===== config.mk =====
export PLATFORM = sky130hd
export DESIGN_NAME = lwps_ctrl
export DESIGN_NICKNAME = d
export VERILOG_FILES = /design/src/rtl/core/assert_macros.svh /design/src/rtl/core/lwps_pkg.sv /design/src/rtl/core/lwps_ctrl.sv
export SDC_FILE = /design/constraint.sdc
export NUM_CORES = 1
export LEC_CHECK = 0
export BUFFER_PORTS_ARGS = -buffer_cell sky130_fd_sc_hd__buf_4
export CORE_AREA = 4 4 41 43
export CTS_CLUSTER_DIAMETER = 100
export DETAILED_ROUTE_END_ITERATION = 12
export DIE_AREA = 0 0 45 47
export SETUP_SLACK_MARGIN = 0.05
export SYNTH_ARGS = -nofsm -noshare
export SYNTH_HDL_FRONTEND = slang
export SYNTH_SLANG_ARGS = --single-unit

===== constraint.sdc =====
create_clock -name clk_i -period 3.58 [get_ports clk_i]
set_clock_uncertainty 0.2 [all_clocks]
set_input_delay 0.358 -clock clk_i [delete_from_list [all_inputs] [get_ports clk_i]]
set_output_delay 0.358 -clock clk_i [all_outputs]
set_load 0.03 [all_outputs]

===== src/rtl/core/assert_macros.svh =====
// ----------------------------------------------------------------------------
// assert_macros.svh
// Concurrent assertion shorthands shared by the lattice walk RTL.
// ----------------------------------------------------------------------------
`ifndef ASSERT_MACROS_SVH
`define ASSERT_MACROS_SVH

// Same-cycle implication, checked on every rising clock edge out of reset
`define LWPS_ASSERT_IMPL(name, clk, rst_n, pre, post, msg) \
  name: assert property (@(posedge clk) disable iff (!rst_n) (pre) |-> (post)) \
    else $error(msg);

// Next-cycle implication, checked on every rising clock edge out of reset
`define LWPS_ASSERT_NEXT(name, clk, rst_n, pre, post, msg) \
  name: assert property (@(posedge clk) disable iff (!rst_n) (pre) |=> (post)) \
    else $error(msg);

`endif


===== src/rtl/core/lwps_pkg.sv =====
// ----------------------------------------------------------------------------
// lwps_pkg
// Shared constants, register codes and control types of the lattice walk step.
// ----------------------------------------------------------------------------
package lwps_pkg;

  // Lattice geometry and counter sizes
  localparam int unsigned NUM_CELLS      = 3;
  localparam int unsigned MAX_UNIT_SITES = 64;
  localparam int unsigned COUNT_BITS     = 24;
  localparam int unsigned PROB_BITS      = 16;

  localparam int unsigned BIN_DEPTH = NUM_CELLS * MAX_UNIT_SITES;
  localparam int unsigned ADDR_W    = $clog2(BIN_DEPTH);

  // Field widths
  localparam int unsigned CMD_W      = 2;
  localparam int unsigned SITE_W     = 8;
  localparam int unsigned DRAW_W     = 16;
  localparam int unsigned BIN_W      = 24;
  localparam int unsigned PSUM_W     = 40;
  localparam int unsigned SQSUM_W    = 48;
  localparam int unsigned SQ_W       = 2 * SITE_W;
  localparam int unsigned INTRA_W    = 6;
  localparam int unsigned EXTRA_W    = 5;
  localparam int unsigned CFG_IDX_W  = 3;
  localparam int unsigned CFG_DATA_W = 16;

  // Unit cell length holds intra + extra, lattice length holds unit * cells
  localparam int unsigned UNIT_W = INTRA_W + 1;
  localparam int unsigned LEN_W  = UNIT_W + $clog2(NUM_CELLS + 1);
  localparam int unsigned CMP_W  = (LEN_W > SITE_W) ? LEN_W : SITE_W;

  localparam logic [DRAW_W-1:0] PROB_MASK = DRAW_W'((64'd1 << PROB_BITS) - 64'd1);

  // Command codes
  localparam logic [CMD_W-1:0] CMD_MOVE  = 2'd0;
  localparam logic [CMD_W-1:0] CMD_READ  = 2'd1;
  localparam logic [CMD_W-1:0] CMD_CLEAR = 2'd2;

  // Register indexes
  typedef enum logic [CFG_IDX_W-1:0] {
    REG_INTRA_LEN     = 3'd0,
    REG_EXTRA_LEN     = 3'd1,
    REG_P_LEFT_INTRA  = 3'd2,
    REG_P_RIGHT_INTRA = 3'd3,
    REG_P_LEFT_EXTRA  = 3'd4,
    REG_P_RIGHT_EXTRA = 3'd5,
    REG_P_CROSS_OUT   = 3'd6,
    REG_P_CROSS_IN    = 3'd7
  } lwps_reg_e;

  // Register reset values
  localparam logic [INTRA_W-1:0] RST_INTRA_LEN     = 6'd20;
  localparam logic [EXTRA_W-1:0] RST_EXTRA_LEN     = 5'd5;
  localparam logic [DRAW_W-1:0]  RST_P_LEFT_INTRA  = 16'd19661;
  localparam logic [DRAW_W-1:0]  RST_P_RIGHT_INTRA = 16'd19661;
  localparam logic [DRAW_W-1:0]  RST_P_LEFT_EXTRA  = 16'd13107;
  localparam logic [DRAW_W-1:0]  RST_P_RIGHT_EXTRA = 16'd13107;
  localparam logic [DRAW_W-1:0]  RST_P_CROSS_OUT   = 16'd2185;
  localparam logic [DRAW_W-1:0]  RST_P_CROSS_IN    = 16'd3277;

  // Controller to datapath commands
  typedef struct packed {
    logic load;
    logic region;
    logic move;
    logic update;
  } lwps_cmd_t;

  // Datapath to controller status
  typedef struct packed {
    logic out_free;
  } lwps_stat_t;

endpackage


===== src/rtl/core/lwps_ctrl.sv =====
// ----------------------------------------------------------------------------
// lwps_ctrl
// Step sequencer: accept, locate in unit cell, choose move, update and emit.
// ----------------------------------------------------------------------------
module lwps_ctrl (
  input  logic                clk_i,
  input  logic                rst_ni,
  input  logic                in_valid_i,
  input  lwps_pkg::lwps_stat_t stat_i,
  output logic                in_stall_o,
  output lwps_pkg::lwps_cmd_t  cmd_o
);
  import lwps_pkg::*;

  typedef enum logic [1:0] {
    ST_IDLE,
    ST_REGION,
    ST_MOVE,
    ST_UPDATE
  } state_e;

  state_e state_q, state_d;

  // Next state and command decode
  always_comb begin
    state_d    = state_q;
    cmd_o      = '0;
    in_stall_o = 1'b1;
    unique case (state_q)
      ST_IDLE: begin
        in_stall_o = 1'b0;
        if (in_valid_i) begin
          cmd_o.load = 1'b1;
          state_d    = ST_REGION;
        end
      end
      ST_REGION: begin
        cmd_o.region = 1'b1;
        state_d      = ST_MOVE;
      end
      ST_MOVE: begin
        cmd_o.move = 1'b1;
        state_d    = ST_UPDATE;
      end
      ST_UPDATE: begin
        // hold until the output register can take the result
        if (stat_i.out_free) begin
          cmd_o.update = 1'b1;
          state_d      = ST_IDLE;
        end
      end
      default: begin
        state_d = ST_IDLE;
      end
    endcase
  end

  // State register
  always_ff @(posedge clk_i or negedge rst_ni) begin
    if (!rst_ni) begin
      state_q <= ST_IDLE;
    end else begin
      state_q <= state_d;
    end
  end

endmodule


==> flow_metrics.tcl, run 1 <==
set metrics [dict create \
    route.detailed.wl_per_inst_um 8.95 \
    synth_fp_nets 26 \
    dpl.hpwl_um 320 \
    cts_buffers 3 \
    synth_area_per_cell_um2 10.7 \
    ys_ff_latch 2 \
    slew_headroom 0.855 \
    drive_above_1_share 0.483 \
    grt_usage 0.0427 \
    finalHoldViolCount 0 \
    fin_crit_sh 0.502 \
    cp_top_family "flip-flops" \
    htreeDepth 1 \
    cts.path.max_buffers 2 \
    path_max_fanout 4 \
    fp.dieW_um 45 \
    finalSetupViolations 0 \
    clock_latency_ps 230 \
    ant_nets 0 \
    cts_resized 0 \
    outcome "finished clean" \
    fin_nets 40 \
    synth_cell_types 9 \
    reg_top3 "state_q (2)" \
    gr-total-overflow 0 \
    worstPathArrival_ps 1240 \
    clkTransAtPathRegs_ps 30 \
    combPwrFrac 0.655 \
    rsz0062_at_grt "no" \
    grt_pass1_vias 133 \
    rrSetupSlack_ps 2000 \
    first_pass_iters 4 \
    final_util 0.226 \
    seqPwrFrac 0.169 \
    crit_chain "inv_1, ha_1, and2_1, buf_4" \
    whs_ps 261 \
    cp_slowest_stage_delay_ps 400 \
    drv_cap 0 \
    p_sw_uw 130 \
    fin_setup_tns_ps 0 \
    antenna_cells 0 \
    grt_max_degree 5 \
    via_count 150 \
    clock-sinks 2 \
    setup_ws_ps 1780 \
    cp.depth 4 \
    peakVddDrop_mv 0.346 \
    max_freq_mhz 557 \
    p_int_uw 155 \
    start_util 0.140 \
    largest_reg_flops 2 \
    period_minus_slack_ps 1800 \
    portBuffers 8 \
    drc 0 \
    num_rows 13 \
    power_uw 285 \
    pre_cts_ws_ps 2010 \
    endpoint_kind "output port" \
    viasPerCell 3.41 \
    critPathLaunchType "flop" \
    synth_warnings 0 \
    gp_congestion 0.594 \
    drv_slew 0 \
    clkPwrFrac 0.176 \
    syn-instance-count 17 \
    crit_buf_inv 2 \
    num-fill-cells 161 \
    crit_required_ps 3020 \
    dieArea_um2 2120 \
    route.final.wire_length_um 394 \
    coreArea_um2 1300 \
    slowest_stage "dfrtp_1" \
    pwr_density_cell_nw_per_um2 971 \
    die_h_um 47 \
    r2r_cells 5 \
    min_path_type "in2async" \
    critPathKind "reg2out" \
    syn_area_um2 183 \
    first_iter_violations 2 \
    syn_to_final_growth_pct 61.0 \
    grt_pass1_wl_um 517 \
    synth_seq_area_share 0.274 \
    p_sw_frac 0.456 \
    cts-root-buf "clkbuf_4" \
    io_pins 9 \
    antenna_found_initial 0 \
    largest-register "state_q" \
    leakagePower_nw 0.159 \
    cts_tree "yes" \
    tightest_slew_ps 218 \
]
[power groups by stage]
stage               clock [mW]  sequential (mW)  combinational, mW
finish                  0.0501           0.0483              0.187
global route            0.0536           0.0502              0.206
CTS                     0.0533           0.0486              0.190
detailed placement           0           0.0489              0.188
global placement             0           0.0472              0.187
floorplan                    0           0.0448              0.139
[cell usage after synthesis (all sizes together)]
library cell,instances,area share
and2,2,0.075
dfrtp,2,0.27
ha,5,0.34
inv,4,0.082
mux2,1,0.082
mux2i,1,0.055
nor2,1,0.021
o22ai,1,0.068
[worst paths after layout]
kind / end / from
max: cmd_o[3] / state_q[1]$_DFFE_PN0P_
max reg2reg: state_q[1]$_DFFE_PN0P_ / state_q[1]$_DFFE_PN0P_
min: state_q[1]$_DFFE_PN0P_ / rst_ni
min in group clk_i: state_q[0]$_DFFE_PN0P_ / stat_i
max in group asynchronous: state_q[0]$_DFFE_PN0P_ / rst_ni
min reg2reg: state_q[1]$_DFFE_PN0P_ / state_q[1]$_DFFE_PN0P_
[what timing repair did]
item	in CTS	in global routing
endpoints found under the hold margin	2	0
hold buffers	1	0
buffers inserted	0	0
[layout make-up]
class	instances	area (um^2)	area share
Multi-Input combinational cell	11	118	0.400
Timing Repair Buffer	9	70.1	0.238
Inverter	4	15.0	0.0511
Sequential cell	2	50.0	0.170
Clock buffer	3	22.5	0.0766
Tap cell	15	18.8	0.0638
[per-layer routing]
metal | part of all wire | global-route usage | wire, um
met2 | 0.43 | 0.0537 | 170
met5 | 0 | 0 | 0
met1 | 0.42 | 0.0386 | 165
met4 | 0.018 | 0.0702 | 7
met3 | 0.13 | 0.0230 | 50
[cell usage in the layout, fill, tap and decap left out]
cell type      count
dlygate4sd3_1      1
mux2_4             1
ha_1               5
dfrtp_1            2
mux2i_1            1
buf_4              8
and2_1             1
clkbuf_4           3
nor2_1             1
o22ai_2            1
inv_1              4
and2_2             1
[cells by family after synthesis]
kind of cell | count (synthesis) | synth area share
AOI/OAI and AO/OA | 1 | 0.0685
adders and majority gates | 5 | 0.342
buffers and inverters | 4 | 0.0822
DFF | 2 | 0.274
muxes | 2 | 0.137
and+or+nand+nor | 3 | 0.0959
[stage by stage]
step / cells / cell area [um^2]
after floorplan: 17 / 183
after global placement: 40 / 262
after detailed placement: 40 / 262
after CTS: 44 / 294
after global routing: 44 / 294
final: 44 / 294
(Power assumes the default switching activity.)
==> run 2: changes to the inputs <==
==> constraint.sdc (replaced) <==
create_clock -name clk_i -period 1.7 [get_ports clk_i]
set_clock_uncertainty 0.2 [all_clocks]
set_input_delay 0.17 -clock clk_i [delete_from_list [all_inputs] [get_ports clk_i]]
set_output_delay 0.17 -clock clk_i [all_outputs]
set_load 0.03 [all_outputs]
==> run 2 against run 1 <==
- core utilization up 0.58 points
- hold slack got worse by 190 ps
- sequential power rose by 110%
- via count up 2.7%
- clock-buffer cell count unchanged
- sequential cell count unchanged
- non-clock buffer count unchanged
- critical path type unchanged
==> flow_metrics.tcl, run 2 (same netlist as run 1, synthesis figures left out) <==
set metrics [dict create \
    largest_reg_flops 2 \
    drive_above_1_share 0.483 \
    largest-register "state_q" \
    drc 0 \
    antenna_found_initial 0 \
    r2r-start "state_q[0]$_DFFE_PN0P_" \
    endpoint_kind "output port" \
    antenna_cells 0 \
    outcome "finished clean" \
    gr-total-overflow 0 \
    grt_max_degree 5 \
    via_count 154 \
    crit_buf_inv 2 \
    fin_crit_sh 0.920 \
    num-fill-cells 150 \
    htreeDepth 1 \
    fp.dieW_um 45 \
    dieArea_um2 2120 \
    first_pass_iters 1 \
    pre_cts_ws_ps 156 \
    portBuffers 8 \
    final_cell_mix "buf_4, ha_1, inv_1" \
    fin_nets 40 \
    grt_usage 0.0442 \
    dpl.hpwl_um 311 \
    cts.path.max_buffers 2 \
    slew_headroom 0.882 \
    rsz0062_at_grt "no" \
    reg_top3 "state_q (2)" \
    gp_congestion 0.614 \
    pwr_density_cell_nw_per_um2 2040 \
    critPathLaunch "state_q[1]$_DFFE_PN0P_" \
    max_freq_mhz 639 \
    clock-sinks 2 \
    cp.depth 4 \
    crit_path_end "cmd_o[3]" \
    crit_chain "inv_1, ha_1, and2_1, buf_4" \
    path_max_fanout 4 \
    setup_ws_ps 135 \
    cts_buffers 3 \
    clock_latency_ps 230 \
    start_util 0.140 \
    final_common_cell "buf_4" \
    cp_slowest_stage_delay_ps 390 \
    tightest_slew_ps 177 \
    viasPerCell 3.50 \
    finalSetupViolations 0 \
    min_path_type "in2async" \
    peakVddDrop_mv 0.548 \
    slowest_stage "dfrtp_1" \
    period_minus_slack_ps 1560 \
    coreArea_um2 1300 \
    grt_pass1_vias 149 \
    leakagePower_nw 0.158 \
    crit_required_ps 1330 \
    rrSetupSlack_ps 170 \
    route.detailed.wl_per_inst_um 8.77 \
    clkTransAtPathRegs_ps 30 \
    die_h_um 47 \
    fin_setup_tns_ps 0 \
    ant_nets 0 \
    cts-root-buf "clkbuf_4" \
    cts_tree "yes" \
    route.final.wire_length_um 386 \
    cts_post_setup_buffers_inserted 0 \
    critPathKind "reg2out" \
    num_rows 13 \
    cp_top_family "flip-flops" \
    grt_pass1_wl_um 586 \
    critPathLaunchType "flop" \
    finalHoldViolCount 0 \
    drv_slew 0 \
    first_iter_violations 0 \
    r2r_end "state_q[1]$_DFFE_PN0P_" \
    r2r_cells 5 \
    worstPathArrival_ps 1190 \
    syn_to_final_growth_pct 65.1 \
    io_pins 9 \
    drv_cap 0 \
]
-- run 2: cell counts in the layout (fill, tap and decap cells not counted) --
No cell type changed its count.
-- run 2: power breakdown --
group	internal (mW)	switching, mW
combinational	0.181	0.230
clock	0.0778	0.0270
sequential	0.0755	0.0238
-- run 2: what timing repair did --
action,CTS,global route
hold buffers,1,0
endpoints found under the hold margin,2,0
gates resized for setup,0,1
endpoints found under the setup margin,0,1
-- run 2: how the worst min path moves through the flow --
stage	start	endpoint	depth (start not counted)
finish	rst_ni	state_q[1]$_DFFE_PN0P_	2
global route	rst_ni	state_q[1]$_DFFE_PN0P_	2
CTS	rst_ni	state_q[1]$_DFFE_PN0P_	2
detailed placement	rst_ni	state_q[1]$_DFFE_PN0P_	1
global placement	rst_ni	state_q[1]$_DFFE_PN0P_	1
floorplan	rst_ni	state_q[0]$_DFFE_PN0P_	0
-- run 2: per-stage QoR --
stage / hold slack, ps / util / cells / cell area, um^2 / total power [mW]
4_1_cts: 71.7 / 0.226 / 44 / 294 / 0.611
3_3_place_gp: -246 / 0.201 / 40 / 262 / 0.491
6_report: 72.7 / 0.232 / 44 / 302 / 0.615
3_5_place_dp: -244 / 0.201 / 40 / 262 / 0.496
2_1_floorplan: -326 / - / 17 / 183 / 0.388
5_1_grt: 75.6 / 0.232 / 44 / 302 / 0.673
-- run 2: final cells by class --
cell class | count | area, um^2 | share of cell area
Timing Repair Buffer | 9 | 70.1 | 0.232
Multi-Input combinational cell | 11 | 125 | 0.415
Tap cell | 15 | 18.8 | 0.0622
Inverter | 4 | 15.0 | 0.0498
Sequential cell | 2 | 50.0 | 0.166
Clock buffer | 3 | 22.5 | 0.0747
-- run 2: routing by layer --
metal  wire length, um  track usage  vias to the layer above  share of wire
met5                 0            0                        -              0
met4                17       0.0702                        0          0.044
met3                60       0.0268                        2           0.16
met2               170       0.0565                        8           0.44
met1               139       0.0386                       67           0.36
li1                  -            -                       77              -
==> run 3: changes to the inputs <==
==> constraint.sdc (replaced) <==
create_clock -name clk_i -period 1.9 [get_ports clk_i]
set_clock_uncertainty 0.2 [all_clocks]
set_input_delay 0.19 -clock clk_i [delete_from_list [all_inputs] [get_ports clk_i]]
set_output_delay 0.19 -clock clk_i [all_outputs]
set_load 0.03 [all_outputs]
==> run 3 against run 2 <==
- critical path depth stayed put
- clock-buffer cell count stayed put
- cell area is 2.5% lower
- via count is 2.6% lower
- clock power is 9.8% lower
- setup slack better by 170 ps
- final cell count stayed put
- core utilization is 0.58 points lower
- die area stayed put
- sequential share of layout area is 0.42 points higher
- first-iteration DRC count stayed put
- critical path type unchanged
- largest cell class unchanged
- highest routed layer is now met3
==> flow_metrics.tcl, run 3 (same netlist as run 1, synthesis figures left out) <==
set metrics [dict create \
    outcome "finished clean" \
    via_count 150 \
    cts_buffers 3 \
    start_util 0.140 \
    fp.dieW_um 45 \
    peakVddDrop_mv 0.561 \
    path_max_fanout 4 \
    crit_buf_inv 2 \
    critPathKind "reg2out" \
    fin_nets 40 \
    io_pins 9 \
    instances_no_fill 44 \
    min_path_type "in2async" \
    wl_met3_um 47 \
    grt_pass1_vias 170 \
    finalSetupViolations 0 \
    coreArea_um2 1300 \
    crit_required_ps 1510 \
    first_pass_iters 1 \
    num-fill-cells 158 \
    worstPathArrival_ps 1200 \
    leakagePower_nw 0.159 \
    fin_setup_tns_ps 0 \
    tightest_slew_ps 199 \
    route.detailed.wl_per_inst_um 9.07 \
    reg_top3 "state_q (2)" \
    die_h_um 47 \
    dp_cells 40 \
    wl_met1_um 171 \
    ant_nets 0 \
    drv_cap 0 \
    cts_tree "yes" \
    max_freq_mhz 627 \
    grt_usage 0.0522 \
    largest_reg_flops 2 \
    drive_above_1_share 0.483 \
    finalHoldViolCount 0 \
    final_common_cell "buf_4" \
    dpl.hpwl_um 325 \
    num_rows 13 \
    slowest_stage "dfrtp_1" \
    drv_slew 0 \
    period_minus_slack_ps 1590 \
    viasPerCell 3.41 \
    dieArea_um2 2120 \
    antenna_found_initial 0 \
    gr-total-overflow 0 \
    met2_length_um 180 \
    gp_congestion 0.635 \
    final_cell_mix "buf_4, ha_1, inv_1" \
    drc 0 \
    clkTransAtPathRegs_ps 30 \
    pwr_density_cell_nw_per_um2 1830 \
    power_uw 537 \
    r2r-start "state_q[0]$_DFFE_PN0P_" \
    largest-register "state_q" \
    grt_max_degree 5 \
    top_layer "met3" \
    route.final.wire_length_um 399 \
    cp_top_family "flip-flops" \
    clock_latency_ps 220 \
    htreeDepth 1 \
    clock-sinks 2 \
    setup_ws_ps 306 \
    pre_cts_ws_ps 349 \
    syn_to_final_growth_pct 61.0 \
    cts-root-buf "clkbuf_4" \
    antenna_cells 0 \
    crit_chain "inv_1, ha_1, and2_1, buf_4" \
    fin_crit_sh 0.839 \
    first_iter_violations 0 \
    cts.path.max_buffers 2 \
    endpoint_kind "output port" \
    slew_headroom 0.867 \
    cts_post_setup_buffers_inserted 0 \
    critPathLaunchType "flop" \
    grt_pass1_wl_um 662 \
    rsz0062_at_grt "no" \
    cp_slowest_stage_delay_ps 390 \
    portBuffers 8 \
    critPathLaunch "state_q[1]$_DFFE_PN0P_" \
]
run 3: cell counts in the layout (fill, tap and decap cells not counted):
No cell type changed its count.
run 3: timing repair:
| item | CTS | global route |
|---|---|---|
| hold buffers | 1 | 0 |
| endpoints found under the hold margin | 2 | 0 |
| endpoints found under the setup margin | 0 | 0 |
| resized for setup | 0 | 0 |
run 3: layer usage:
metal / up-vias / GRT usage
met5: - / 0
met4: 0 / 0.0526
met3: 0 / 0.0575
met2: 8 / 0.0734
met1: 66 / 0.0364
li1: 76 / -
run 3: layout make-up:
| class | count | area, um^2 | share of cell area |
|---|---|---|---|
| Timing Repair Buffer | 9 | 70.1 | 0.238 |
| Inverter | 4 | 15.0 | 0.0511 |
| Sequential cell | 2 | 50.0 | 0.170 |
| Clock buffer | 3 | 22.5 | 0.0766 |
| Tap cell | 15 | 18.8 | 0.0638 |
| Multi-Input combinational cell | 11 | 118 | 0.400 |
run 3: final timing paths:
kind	cells past startpoint	endpoint	slack, ps
max	4	cmd_o[3]	310
min	2	state_q[1]$_DFFE_PN0P_	90
max reg2reg	5	state_q[1]$_DFFE_PN0P_	360
min reg2reg	1	state_q[1]$_DFFE_PN0P_	390
max in group asynchronous	2	state_q[0]$_DFFE_PN0P_	1320
min in group clk_i	3	state_q[0]$_DFFE_PN0P_	110
run 3: where the power goes:
part	internal, mW	leakage (nW)	switching (mW)
clock network	0.0698	0.0138	0.0249
registers	0.0676	0.0235	0.0233
logic	0.155	0.121	0.197
run 3: through the flow:
step	utilization	hold WS, ps	area [um^2]
2_1_floorplan	-	-306	183
3_3_place_gp	0.201	-226	262
3_5_place_dp	0.201	-226	262
4_1_cts	0.226	92.2	294
5_1_grt	0.226	73.2	294
6_report	0.226	92.5	294
